===== src/design/tvs_pkg.sv =====
package tvs_pkg;

   // item opcodes
   localparam logic [1:0] OP_SAMPLE = 2'd0;
   localparam logic [1:0] OP_ESTOP  = 2'd1;
   localparam logic [1:0] OP_TICK   = 2'd2;

   // software stop request codes
   localparam logic [1:0] STOP_REQ_NONE  = 2'd0;
   localparam logic [1:0] STOP_REQ_SET   = 2'd1;
   localparam logic [1:0] STOP_REQ_UNSET = 2'd2;

   // register indexes
   localparam int unsigned CSR_INDEX_WIDTH = 3;
   localparam int unsigned CSR_DATA_WIDTH  = 17;
   localparam logic [CSR_INDEX_WIDTH-1:0] CSR_LINEAR_GAIN       = 3'd0;
   localparam logic [CSR_INDEX_WIDTH-1:0] CSR_ANGULAR_GAIN      = 3'd1;
   localparam logic [CSR_INDEX_WIDTH-1:0] CSR_LINEAR_GAIN_FAST  = 3'd2;
   localparam logic [CSR_INDEX_WIDTH-1:0] CSR_ANGULAR_GAIN_FAST = 3'd3;
   localparam logic [CSR_INDEX_WIDTH-1:0] CSR_SMOOTHING_WEIGHT  = 3'd4;
   localparam logic [CSR_INDEX_WIDTH-1:0] CSR_RELEASE_TIMEOUT   = 3'd5;
   localparam logic [CSR_INDEX_WIDTH-1:0] CSR_HOLDOFF           = 3'd6;

   // register reset values
   localparam logic [15:0] RST_LINEAR_GAIN       = 16'd6554;
   localparam logic [15:0] RST_ANGULAR_GAIN      = 16'd9830;
   localparam logic [15:0] RST_LINEAR_GAIN_FAST  = 16'd11469;
   localparam logic [15:0] RST_ANGULAR_GAIN_FAST = 16'd11469;
   localparam logic [16:0] RST_SMOOTHING_WEIGHT  = 17'd13107;
   localparam logic [15:0] RST_RELEASE_TIMEOUT   = 16'd50;
   localparam logic [15:0] RST_HOLDOFF           = 16'd100;

   // fixed point formats
   localparam int unsigned GAIN_WIDTH   = 16;
   localparam int unsigned GAIN_FRAC    = 14;
   localparam int unsigned WEIGHT_WIDTH = 17;
   localparam int unsigned WEIGHT_FRAC  = 16;
   localparam logic [WEIGHT_WIDTH-1:0] WEIGHT_ONE = 17'd65536;

   // timers
   localparam logic [15:0] TIMER_MAX = 16'hFFFF;

   typedef logic [15:0] timer_type;

   // saturating timer increment
   function automatic timer_type age_timer(input timer_type t);
      return (t == TIMER_MAX) ? t : t + 16'd1;
   endfunction

endpackage


===== src/design/tvs_smoother.sv =====
// one axis: weighted blend of target and previous command, rounded and saturated
module tvs_smoother #(
   parameter int unsigned VALUE_WIDTH = 16
) (
   input  logic signed [VALUE_WIDTH-1:0]    target,
   input  logic signed [VALUE_WIDTH-1:0]    previous,
   input  logic [tvs_pkg::WEIGHT_WIDTH-1:0] weight,
   input  logic [tvs_pkg::WEIGHT_WIDTH-1:0] keep,
   output logic signed [VALUE_WIDTH-1:0]    smoothed
);

   localparam int unsigned PW = VALUE_WIDTH + tvs_pkg::WEIGHT_WIDTH + 2;
   localparam int unsigned SW = PW - tvs_pkg::WEIGHT_FRAC;
   localparam logic signed [PW-1:0] HALF = PW'(1) << (tvs_pkg::WEIGHT_FRAC - 1);
   localparam logic signed [SW-1:0] HI = {{(SW-VALUE_WIDTH+1){1'b0}}, {(VALUE_WIDTH-1){1'b1}}};
   localparam logic signed [SW-1:0] LO = ~HI;

   logic signed [PW-1:0] new_part;
   logic signed [PW-1:0] old_part;
   logic signed [PW-1:0] sum;
   logic signed [SW-1:0] shifted;

   always_comb begin
      new_part = PW'(target) * PW'($signed({1'b0, weight}));
      old_part = PW'(previous) * PW'($signed({1'b0, keep}));
      sum      = new_part + old_part + HALF;
      shifted  = sum[PW-1:tvs_pkg::WEIGHT_FRAC];
      if (shifted > HI) begin
         smoothed = HI[VALUE_WIDTH-1:0];
      end else if (shifted < LO) begin
         smoothed = LO[VALUE_WIDTH-1:0];
      end else begin
         smoothed = shifted[VALUE_WIDTH-1:0];
      end
   end

endmodule


===== config.mk =====
export PLATFORM = sky130hd
export DESIGN_NAME = tvs_smoother
export DESIGN_NICKNAME = d
export VERILOG_FILES = /design/src/design/tvs_pkg.sv /design/src/design/tvs_smoother.sv
export SDC_FILE = /design/constraint.sdc
export NUM_CORES = 1
export LEC_CHECK = 0
export BUFFER_PORTS_ARGS = -buffer_cell sky130_fd_sc_hd__buf_2
export CORE_UTILIZATION = 40
export DETAILED_ROUTE_END_ITERATION = 16
export PLACE_DENSITY = 0.53
export SLEW_MARGIN = 20
export SYNTH_ARGS = -nofsm -noshare
export SYNTH_HDL_FRONTEND = slang
export SYNTH_SLANG_ARGS = --single-unit

===== constraint.sdc =====
create_clock -name vclk -period 14.5
set_clock_uncertainty 0.1 [all_clocks]
set_input_delay 2.9 -clock vclk [all_inputs]
set_output_delay 2.9 -clock vclk [all_outputs]
set_load 0.03 [all_outputs]

==> results_dict.tcl <==
set metrics [dict create \
    postSynthCellCount 2093 \
    fp.dieH_um 220.8 \
    wl_per_cell_um 18.14 \
    start_util_pct 40.87 \
    dp_slack_ps 656.4 \
    viasPerCell 4.925 \
    worstHoldPathType "primary input to output port" \
    grt_pass1_vias 15016 \
    holdBufCountCts 0 \
    nNetsFinal 2883 \
    row_count 79 \
    post_cts_buffers 0 \
    numSequentialCells 0 \
    grt_overflow 0 \
    ys_types 55 \
    period_share_pct 95.19 \
    coreArea_um2 46850 \
    groute.layer.met1.usage_pct 25.10 \
    dp_hpwl_um 41920 \
    dieArea_um2 48760 \
    worst_pin_slew_ps 1038 \
    grt_use_met3_pct 0.4116 \
    fillCellCount 4716 \
    hold_violations 0 \
    status "finished with violations" \
    finalMaxSlewViolations 0 \
    place.gp.congestion 0.8597 \
    worstSetupPathType "primary input to output port" \
    use_met2_pct 43.11 \
    antenna_cells 0 \
    min_period_ps 13800 \
    max_freq_mhz 72.45 \
    wirelength_um 49150 \
    drtIter0Drc 590 \
    slew_headroom_pct 28.99 \
    fin_setup_tns_ps 0 \
    worstSetupStartpointType "primary input" \
    die_x_um 220.8 \
    regArea_um2 0 \
    antenna_found_initial 1 \
    vias 13348 \
    layout_common_cells "inv_1, fa_1, and2_1" \
    track_usage_pct 21.42 \
    areaGrowthSynthToFinish_pct 4.665 \
    setup_slack_ps 697.4 \
    postRouteAntennaNets 0 \
    drc 4 \
    critPathArrivalTime_ps 10800 \
    ios 82 \
    violations "design-rule violations" \
    crit_required_ps 11500 \
    postSynthAreaPerCell_um2 9.150 \
    drt_pass1_iterations 11 \
    post_cts_resized 0 \
    cp_max_fo 21 \
    yosys_warnings 0 \
    syn_area_um2 19150 \
    port_buffers 82 \
    clock_buffers 0 \
    busiest_layer "met2" \
    grt_max_degree 22 \
    synthesis.nets 2871 \
    grt_pass1_wl_um 81390 \
    ys_seq_area_share_pct 0 \
    maxCapViolations 0 \
    drive_above_1_share_pct 5.231 \
    rsz0062_at_grt "no" \
    cp-end-kind "output port" \
    finalSetupViolCount 0 \
    final_common_cell "inv_1" \
]
routing by layer:
metal / vias to the layer above / wire length, µm
li1: 6062 / -
met1: 7035 / 18520
met2: 199 / 28410
met3: 50 / 1024
met4: 2 / 1177
met5: - / 13
final cells by class:
class / instances / area, µm² / area share, %
multi-input cells: 1433 / 16660 / 83.13
repair buffers: 83 / 417.9 / 2.085
well taps: 607 / 759.5 / 3.789
inverters: 587 / 2203 / 10.99
critical path: stages:
cell and delay, ps:
buf_2 380, nor2b_1 340, fa_1 500, fa_1 530, inv_1 50, fa_1 470, inv_1 60, fa_1 480
fa_1 570, fa_1 430, fa_1 490, inv_1 50, fa_1 480, inv_1 40, ha_1 360, nand2_1 170
nor3_1 370, or4b_4 570, a31oi_4 230, a2111oi_4 60, a311oi_4 830, o22ai_1 210, buf_2 230
kinds of logic after synthesis:
logic type,after synthesis,synth area share (%)
buffers and inverters,660,13.00
xor gates and xnor gates,22,1.006
adders and majority gates,712,65.29
AOI/OAI and AO/OA,97,3.946
and+or+nand+nor,602,16.75
synthesized netlist by cell type (6+ instances only):
cell / count / area share [%]
inv_1: 586 / 11
a21oi_1: 25 / 0.65
o21ai_0: 11 / 0.29
and2_1: 309 / 10
a211oi_1: 6 / 0.24
nand2_1: 217 / 4.3
nor3_1: 7 / 0.18
xnor2_1: 11 / 0.50
nor2_1: 12 / 0.24
clkbuf_1: 69 / 1.4
nor2b_1: 29 / 0.95
ha_1: 233 / 15
fa_1: 479 / 50
o22ai_1: 6 / 0.20
nand2b_1: 6 / 0.20
o22ai_2: 10 / 0.65
xor2_1: 11 / 0.50
worst paths after layout:
check,startpoint,to,slack [ps],cells after the start
worst max-delay path,target[15],smoothed[3],700,23
worst min-delay path,previous[15],smoothed[15],7180,6
through the flow:
step / cell area, µm² / std cells / hold slack, ps / util, %
after floorplan: 19150 / 2093 / 6512 / -
after global placement: 20040 / 2710 / 7180 / 42.78
after detailed placement: 20040 / 2710 / 7195 / 42.78
after CTS: 20040 / 2710 / 7209 / 42.78
after global routing: 20040 / 2710 / 7276 / 42.78
final: 20040 / 2710 / 7179 / 42.78
Power is left out: the tool's default activity adds up to more than one toggle a clock period on the data nets, which glitch-free logic cannot reach.
