`src/design/tvs_pkg.sv`:
```
package tvs_pkg;

   // item opcodes
   localparam logic [1:0] OP_SAMPLE = 2'd0;
   localparam logic [1:0] OP_ESTOP  = 2'd1;
   localparam logic [1:0] OP_TICK   = 2'd2;

   // software stop request codes
   localparam logic [1:0] STOP_REQ_NONE  = 2'd0;
   localparam logic [1:0] STOP_REQ_SET   = 2'd1;
   localparam logic [1:0] STOP_REQ_UNSET = 2'd2;

   // register indexes
   localparam int unsigned CSR_INDEX_WIDTH = 3;
   localparam int unsigned CSR_DATA_WIDTH  = 17;
   localparam logic [CSR_INDEX_WIDTH-1:0] CSR_LINEAR_GAIN       = 3'd0;
   localparam logic [CSR_INDEX_WIDTH-1:0] CSR_ANGULAR_GAIN      = 3'd1;
   localparam logic [CSR_INDEX_WIDTH-1:0] CSR_LINEAR_GAIN_FAST  = 3'd2;
   localparam logic [CSR_INDEX_WIDTH-1:0] CSR_ANGULAR_GAIN_FAST = 3'd3;
   localparam logic [CSR_INDEX_WIDTH-1:0] CSR_SMOOTHING_WEIGHT  = 3'd4;
   localparam logic [CSR_INDEX_WIDTH-1:0] CSR_RELEASE_TIMEOUT   = 3'd5;
   localparam logic [CSR_INDEX_WIDTH-1:0] CSR_HOLDOFF           = 3'd6;

   // register reset values
   localparam logic [15:0] RST_LINEAR_GAIN       = 16'd6554;
   localparam logic [15:0] RST_ANGULAR_GAIN      = 16'd9830;
   localparam logic [15:0] RST_LINEAR_GAIN_FAST  = 16'd11469;
   localparam logic [15:0] RST_ANGULAR_GAIN_FAST = 16'd11469;
   localparam logic [16:0] RST_SMOOTHING_WEIGHT  = 17'd13107;
   localparam logic [15:0] RST_RELEASE_TIMEOUT   = 16'd50;
   localparam logic [15:0] RST_HOLDOFF           = 16'd100;

   // fixed point formats
   localparam int unsigned GAIN_WIDTH   = 16;
   localparam int unsigned GAIN_FRAC    = 14;
   localparam int unsigned WEIGHT_WIDTH = 17;
   localparam int unsigned WEIGHT_FRAC  = 16;
   localparam logic [WEIGHT_WIDTH-1:0] WEIGHT_ONE = 17'd65536;

   // timers
   localparam logic [15:0] TIMER_MAX = 16'hFFFF;

   typedef logic [15:0] timer_type;

   // saturating timer increment
   function automatic timer_type age_timer(input timer_type t);
      return (t == TIMER_MAX) ? t : t + 16'd1;
   endfunction

endpackage

```
`src/design/tvs_scaler.sv`:
```
// one axis: gain times deflection, rounded, shifted and saturated
module tvs_scaler #(
   parameter int unsigned VALUE_WIDTH = 16
) (
   input  logic [tvs_pkg::GAIN_WIDTH-1:0] gain,
   input  logic signed [VALUE_WIDTH-1:0]  axis,
   output logic signed [VALUE_WIDTH-1:0]  scaled
);

   localparam int unsigned PW = VALUE_WIDTH + tvs_pkg::GAIN_WIDTH + 2;
   localparam int unsigned SW = PW - tvs_pkg::GAIN_FRAC;
   localparam logic signed [PW-1:0] HALF = PW'(1) << (tvs_pkg::GAIN_FRAC - 1);
   localparam logic signed [SW-1:0] HI = {{(SW-VALUE_WIDTH+1){1'b0}}, {(VALUE_WIDTH-1){1'b1}}};
   localparam logic signed [SW-1:0] LO = ~HI;

   logic signed [PW-1:0] prod;
   logic signed [PW-1:0] rounded;
   logic signed [SW-1:0] shifted;

   // signed product with rounding offset, arithmetic shift by part-select
   always_comb begin
      prod    = PW'($signed({1'b0, gain})) * PW'(axis);
      rounded = prod + HALF;
      shifted = rounded[PW-1:tvs_pkg::GAIN_FRAC];
      if (shifted > HI) begin
         scaled = HI[VALUE_WIDTH-1:0];
      end else if (shifted < LO) begin
         scaled = LO[VALUE_WIDTH-1:0];
      end else begin
         scaled = shifted[VALUE_WIDTH-1:0];
      end
   end

endmodule

```
`config.mk`:
```
export PLATFORM = sky130hd
export DESIGN_NAME = tvs_scaler
export DESIGN_NICKNAME = d
export VERILOG_FILES = /design/src/design/tvs_pkg.sv /design/src/design/tvs_scaler.sv
export SDC_FILE = /design/constraint.sdc
export NUM_CORES = 1
export LEC_CHECK = 0
export ABC_AREA = 1
export BUFFER_PORTS_ARGS = -buffer_cell sky130_fd_sc_hd__buf_2
export CELL_PAD_IN_SITES_DETAIL_PLACEMENT = 0
export CELL_PAD_IN_SITES_GLOBAL_PLACEMENT = 1
export CORE_ASPECT_RATIO = 0.6
export CORE_MARGIN = 2
export CORE_UTILIZATION = 44
export DETAILED_ROUTE_END_ITERATION = 10
export PLACE_DENSITY_LB_ADDON = 0.15
export SLEW_MARGIN = 20
export SYNTH_ARGS = -nofsm -noshare
export SYNTH_HDL_FRONTEND = slang
export SYNTH_SLANG_ARGS = --single-unit
export TNS_END_PERCENT = 100
```
`constraint.sdc`:
```
create_clock -name vclk -period 7.3
set_clock_uncertainty 0.05 [all_clocks]
set_input_delay 0.73 -clock vclk [all_inputs]
set_output_delay 0.73 -clock vclk [all_outputs]
set_load 0.02 [all_outputs]
```
==> results of run 1 <==
[synthesized netlist by cell type]
cell type | number | area, sq um
xnor2_1 | 4 | 35.0
ha_1 | 121 | 1510
a21oi_2 | 1 | 8.76
nand4_1 | 2 | 12.5
a31oi_1 | 2 | 12.5
nand3b_1 | 2 | 15.0
nor3_2 | 1 | 10.0
a31o_2 | 2 | 17.5
inv_1 | 386 | 1450
xor2_1 | 11 | 96.3
o21ai_0 | 3 | 15.0
o211ai_1 | 1 | 7.51
buf_8 | 1 | 15.0
a21oi_1 | 27 | 135
or2_2 | 5 | 31.3
nand2_2 | 27 | 169
nor3_1 | 7 | 35.0
a211oi_1 | 1 | 7.51
fa_1 | 194 | 3880
clkbuf_1 | 54 | 203
nand3_1 | 18 | 90.1
inv_2 | 1 | 3.75
o21bai_1 | 9 | 67.6
nor2_1 | 50 | 188
buf_1 | 1 | 3.75
nand2_1 | 385 | 1450
buf_6 | 1 | 11.3
nand3_2 | 4 | 40.0
o21ai_4 | 1 | 16.3
nor2_2 | 1 | 6.26
nand2_4 | 1 | 11.3
a21o_1 | 1 | 7.51
[timing repair]
action	CTS	global route
gates cloned	0	2
setup buffers	0	9
resized for setup	2	128
pin swaps	0	32
endpoints found under the setup margin	15	15
hold endpoints to repair	0	0
[worst paths after layout]
kind,endpoint,slack [ns],cells past startpoint
min,scaled[15],2.44,9
max,scaled[5],0.23,25
[final cells by class]
class                      count  area (sq um)
fill                        2131         10400
multi-input combinational    882          8180
inverter                     387          1460
timing repair buffer         104           836
tap                          279           349
[critical path, delay by kind of cell]
family	cells	cell delay, ns
adders and majority gates	7	3.52
and+or+nand+nor	10	1.02
buffers and inverters	7	0.77
AOI/OAI and AO/OA	1	0.22
[logic make-up after synthesis]
logic type	Yosys count	share of synthesized area, %
and+or+nand+nor	503	21.5
buffers and inverters	444	17.6
adders and majority gates	315	56.4
AOI/OAI and AO/OA	48	3.09
xor gates and xnor gates	15	1.37
[routing by layer]
metal	part of all wire [%]	routed length, um	global-route usage [%]	up-vias
met5	0	0	0	-
met4	0.25	69	0.433	0
met3	11	2930	5.99	11
met2	35	9780	32.5	298
met1	54	14800	43.8	3743
li1	-	-	-	3847
[metrics by stage]
step	utilization, %	area (sq um)	setup TNS (ns)
2_1_floorplan	-	9560	0
3_3_place_gp	48.6	10300	-0.693
3_5_place_dp	48.6	10300	-0.0623
4_1_cts	48.6	10300	0
5_1_grt	51.1	10800	-0.0599
6_report	51.1	10800	0
==> impl_results.md, run 1 <==
* Status: finished, violations left
* Failing checks: DRC
* Routed vias/inst at 4.78
* Worst setup margin at 0.234 ns
* Vias in the first global route at between 8k and 9k
* Core Area at roughly 21,000 sq um
* Post-synth net total at 1,672
* Critical Path Source: gain[9]
* GRT Util Overall at roughly 25%
* Drc violations at 5
* WL final at roughly 28 mm
* Crit Path Category: in2out
* # setup viols final at 0
* Final hold vios at 0
* CLK BUF at 0
* # port buffers at 48
* Final nets at between 1.5k and 2k
* CP Launch Type: input pin
* Warning count from the yosys run at 0
* I/O pins at between 40 and 50
* Worst hold slack at 2.44 ns
* Cell mode on critical path: fa_1
* Storage element area at 0 sq um
* First-pass GRT wire length at roughly 46 mm
* Starting Density at 45.1%
* Worst Setup End Kind: output port
* Final min period at around 7.1 ns
* Routability congestion estimate at 0.852
* Crit-path max cell delay at 0.63 ns
* Min-Delay Path Class: in2out
* Layout Cells excl Fill at ~1.7k
* Crit path DAT at between 6 and 7 ns
* Least-Margin Pin Slew at 0.413 ns
* Hold buffers post-CTS at 0
* Area grow syn2layout at 13.2%
* Req. time, crit path at ~6.5 ns
* Most common cell after layout, fill and taps aside: inv_1
* Syn avg cell area at 7.22 sq um
* Final ANT Viol Nets at 0
* Fin. max-slew vios at 0
* Die width at 194 um
* Dpl cells at 1,641
* CP max-delay cell: fa_1
* Seq/Total Area, Yosys at 0%
* Seq Cell Count at 0
* Final worst path period share at 96.8%
* Synthesized area at 9560 sq um
* Largest net degree at the start of global routing at 17
* Via count at 7,899
* Setup WS pre-CTS at -0.0135 ns
* CP Max Fanout at 13
* Cells after synthesis at 1,325
* Inserted Diodes at 0
* Rel. slew slack at slightly above 70%
* Die span in y at 118 um
* Initial antenna violation count at 0
* Most frequent cells in the layout: inv_1, nand2_1, fa_1
* Row count at 41
* Post-DP HPWL at 23.6 mm
* Total of max-cap violations at 0
* Die area at 23,000 sq um
* Initial DRC Count at 532
* Hold Path Origin: axis[15]
* Ratio of cells with drive above 1 in the final layout at about 15%
* Wire length per cell at 16.7 um
* DRT Pass-1 Iters at 10
* Overflow after GRT at 0
* Unique masters post-synth at 32
* Max Fclk at 142 MHz
Power of run 1 is left out: the tool's default activity adds up to more than one toggle a clock period on the data nets, which glitch-free logic cannot reach.
==> inputs of run 2 (changes only) <==
- GPL_TIMING_DRIVEN: unset -> 0
==> impl_results.md, run 2 (synthesis gave the netlist of run 1 again) <==
* Starting Density at 45.1% (unchanged)
* GR peak layer: met1
* Cell mode on critical path: nand2_1
* Total of max-cap violations at 0 (unchanged)
* Most common cell after layout, fill and taps aside: inv_1
* Min-Delay Path Class: in2out
* Worst Setup End Kind: output port
* Routability congestion estimate at 0.921 (+8.1%)
* WL final at 28.7 mm (+4.0%)
* Seq Cell Count at 0 (unchanged)
* Hold buffers post-CTS at 0 (unchanged)
* Final ANT Viol Nets at 0 (unchanged)
* Post-DP HPWL at 24.2 mm (+2.5%)
* CLK BUF at 0 (unchanged)
* Status: finished, violations left
* Unrepaired setup endpoints after global routing: true
* Least-Margin Pin Slew at 0.517 ns (+0.104 ns)
* Final min period at 7.12 ns (+0.0569 ns)
* Crit Path Category: in2out
* Area grow syn2layout at 18.0%
* Crit-path max cell delay at 0.63 ns (about the same)
* Crit path DAT at 6.34 ns (+0.05 ns)
* First-pass GRT wire length at 46.7 mm (+2.3%)
* Worst hold slack at 2.35 ns (-0.0925 ns)
* Initial DRC Count at 452 (-15%)
* Max Fclk at 140 MHz (-0.80%)
* CP Launch Type: input pin
* Final hold vios at 0 (unchanged)
* Overflow after GRT at 0 (unchanged)
* Failing checks: DRC
* CP bufs+invs at 8 (+1)
* Die area at 23,000 sq um (unchanged)
* Ratio of cells with drive above 1 in the final layout at 18.2% (+3.0 points)
* Inserted Diodes at 0 (unchanged)
* Rel. slew slack at 65.5% (-7.0 points)
* Drc violations at 5 (unchanged)
* # setup viols final at 0 (unchanged)
* Hold path depth at 10 (+1)
* Initial antenna violation count at 0 (unchanged)
* TNS Setup at 0 ns (unchanged)
* Die span in y at 118 um (unchanged)
* Crit. path cell count at 29 (+16%)
* Final nets at 1,720 (-0.12%)
* GR Util met2 at 34.9% (+2.4 points)
* Die width at 194 um (unchanged)
* Most frequent cells in the layout: inv_1, nand2_1, fa_1
* DRT Pass-1 Iters at 11 (+1)
* GR Util met1 at 42.3% (-1.5 points)
* Largest net degree at the start of global routing at 16 (-1)
* Routed vias/inst at 4.78 (about the same)
* Fin. max-slew vios at 0 (unchanged)
* Util after Layout at 53.3% (+2.2 points)
* Row count at 41 (unchanged)
* Vias in the first global route at 8,144 (+1.5%)
* Via count at 7,889 (-0.13%)
* CP Max Fanout at 10 (-3)
* Delay-heaviest family, CP: adder cells
* I/O pins at 48 (unchanged)
* GRT Util Overall at 26.4% (+0.94 points)
* Met3 Use GR at 9.19% (+3.2 points)
* Storage element area at 0 sq um (unchanged)
* Core Area at 21,200 sq um (unchanged)
* Req. time, crit path at 6.52 ns (about the same)
* # port buffers at 25 (-48%)
* Wire length per cell at 17.4 um (+4.1%)
* Final worst path period share at 97.6% (+0.78 points)
* CP max-delay cell: fa_2
## run 2: cell count changes in the layout (fill, tap and decap cells not counted), moves of 8 or more
cell,change
clkbuf_16,+9
buf_8,+10
fa_2,+13
buf_4,-35
clkbuf_8,+13
fa_1,-13
clkbuf_2,+8
buf_2,-12
nand2_1,-11
nand2_4,+8
## run 2: cell type report
| class | count | area, sq um |
|---|---|---|
| tap | 279 | 349 |
| multi-input combinational | 881 | 8320 |
| inverter | 387 | 1460 |
| timing repair buffer | 49 | 434 |
| fill | 2157 | 9900 |
| buffer | 54 | 721 |
## run 2: worst min-delay path, cell delays in order
cell,delay (ns)
buf_2,0.14
nand2_1,0.12
nor3_2,0.07
nand4_1,0.09
nand3_1,0.09
xnor2_1,0.15
inv_1,0.07
nand2_2,0.05
nand2_2,0.05
buf_6,0.11
## run 2: metrics by stage
| stage | cells | area (sq um) | worst slack (ns) |
|---|---|---|---|
| finish | 1650 | 11300 | 0.177 |
| detailed placement | 1629 | 10000 | -0.981 |
| global route | 1650 | 11300 | -0.0445 |
| CTS | 1633 | 10700 | 0.00602 |
| global placement | 1629 | 10000 | -1.00 |
| floorplan | 1325 | 9560 | 0.363 |
## run 2: routing by layer
metal,wire length (um),up-vias,share of wire (%)
met4,147,0,0.51
met3,3390,12,12
met1,14500,3754,50
met2,10700,273,37
met5,0,-,0
li1,-,3850,-
## run 2: what timing repair did
item | 4_1_cts | 5_1_grt
endpoints found under the setup margin | 16 | 15
gates cloned | 1 | 2
gates resized for setup | 161 | 145
setup buffers | 5 | 16
pin swaps | 11 | 44
## run 2: path summary, 6_finish.rpt
| kind | start | endpoint | slack, ns |
|---|---|---|---|
| max | gain[9] | scaled[10] | 0.18 |
| min | axis[0] | scaled[6] | 2.35 |
Power of run 2 is left out for the same reason.
==> inputs of run 3 (changes only) <==
- CORE_ASPECT_RATIO: 0.6 -> unset
- RECOVER_POWER: unset -> 25
==> impl_results.md, run 3 (synthesis gave the netlist of run 1 again) <==
* Met3 Use GR at 1.87% (-7.3 points)
* Final min period at 7.10 ns (-0.0221 ns)
* Area grow syn2layout at 15.3%
* Min-Delay Path Class: in2out
* Final hold vios at 0 (unchanged)
* Largest net degree at the start of global routing at 16 (unchanged)
* GRT Util Overall at 23.8% (-2.5 points)
* Crit-path max cell delay at 0.56 ns (-0.07 ns)
* Drc violations at 0 (-5)
* Rel. slew slack at 64.1% (-1.5 points)
* Via count at 8,022 (+1.7%)
* CP Launch Type: input pin
* GR Util met2 at 41.6% (+6.7 points)
* Cell mode on critical path: nand2_1
* Hold buffers post-CTS at 0 (unchanged)
* Critical Path Source: gain[7]
* Die area at 22,900 sq um (-0.17%)
* Worst Setup End Kind: output port
* Total of max-cap violations at 0 (unchanged)
* Routability congestion estimate at 0.877 (-4.8%)
* Delay-heaviest family, CP: adder cells
* Final worst path period share at 97.3% (-0.30 points)
* Die span in y at 151 um (+28%)
* Seq Cell Count at 0 (unchanged)
* Core Area at 21,200 sq um (-0.15%)
* Most frequent cells in the layout: inv_1, nand2_1, fa_1
* # port buffers at 25 (unchanged)
* I/O pins at 48 (unchanged)
* Initial antenna violation count at 0 (unchanged)
* Fillers at 2,172 (+0.70%)
* Die width at 151 um (-22%)
* CLK BUF at 0 (unchanged)
* Placed instance area at 10,000 sq um (about the same)
* Dpl cells at 1,625 (-0.25%)
* # setup viols final at 0 (unchanged)
* CP bufs+invs at 10 (+2)
* Final ANT Viol Nets at 0 (unchanged)
* GR Util met1 at 33.8% (-8.6 points)
* Wire length per cell at 16.2 um (-6.9%)
* Hold Path Origin: axis[15]
* GR peak layer: met2
* Initial DRC Count at 338 (-25%)
* Final nets at 1,722 (+0.12%)
* Routed vias/inst at 4.87 (+1.8%)
* DRT Pass-1 Iters at 5 (-6)
* Ratio of cells with drive above 1 in the final layout at 15.1% (-3.1 points)
* CP Max Fanout at 8 (-2)
* Crit Path Category: in2out
* Vias in the first global route at 7,660 (-5.9%)
* Util after Layout at 52.1% (-1.1 points)
* First-pass GRT wire length at 41.5 mm (-11%)
* Status: completed
* Overflow after GRT at 0 (unchanged)
* Req. time, crit path at 6.52 ns (about the same)
* Most common cell after layout, fill and taps aside: inv_1
* Crit path DAT at 6.32 ns (-0.02 ns)
* Max Fclk at 141 MHz (+0.31%)
* Post-DP HPWL at 22.4 mm (-7.7%)
* Starting Density at 45.2% (+0.069 points)
* Inserted Diodes at 0 (unchanged)
* WL final at 26.7 mm (-7.0%)
* Row count at 53 (+29%)
* Layout Cells excl Fill at 1,648 (-0.12%)
* Storage element area at 0 sq um (unchanged)
* Least-Margin Pin Slew at 0.539 ns (+0.0219 ns)
* Setup WS pre-CTS at -0.949 ns (+0.0324 ns)
* Fin area at 11,000 sq um (-2.3%)
* CP max-delay cell: fa_1
* Fin. max-slew vios at 0 (unchanged)
* Worst setup margin at 0.199 ns (+0.0221 ns)
==> run 3: cell types whose count changed in the layout (fill, tap and decap cells not counted), sizes merged <==
cell	delta
buf	+9
bufbuf	-1
clkbuf	-6
==> run 3: final cells by class <==
type | instances | area (sq um) | share of cell area [%]
multi-input combinational | 881 | 8160 | 74.0
buffer | 54 | 629 | 5.71
timing repair buffer | 51 | 442 | 4.00
inverter | 387 | 1460 | 13.2
tap | 275 | 344 | 3.12
==> run 3: metrics by stage <==
step,setup TNS (ns),hold slack (ns)
floorplan,0,1.98
global placement,-13.17,2.31
CTS,0,2.30
detailed placement,-13.83,2.30
finish,0,2.27
global route,-0.129,2.33
==> run 3: routing by layer <==
metal	vias to the layer above	wire length [um]	share of wire (%)
li1	3843	-	-
met5	-	0	0
met4	0	363	1.4
met2	172	13200	50
met3	18	1040	3.9
met1	3989	12000	45
==> run 3: worst paths after layout <==
check,slack [ns],cells after the start,end
worst max-delay path,0.20,31,scaled[14]
worst min-delay path,2.27,8,scaled[15]
==> run 3: timing repair <==
item | CTS | global route
gates resized for setup | 134 | 125
setup buffers | 1 | 22
setup endpoints to repair | 16 | 15
pin swaps | 3 | 46
cloned | 0 | 3
Power of run 3 is left out for the same reason.
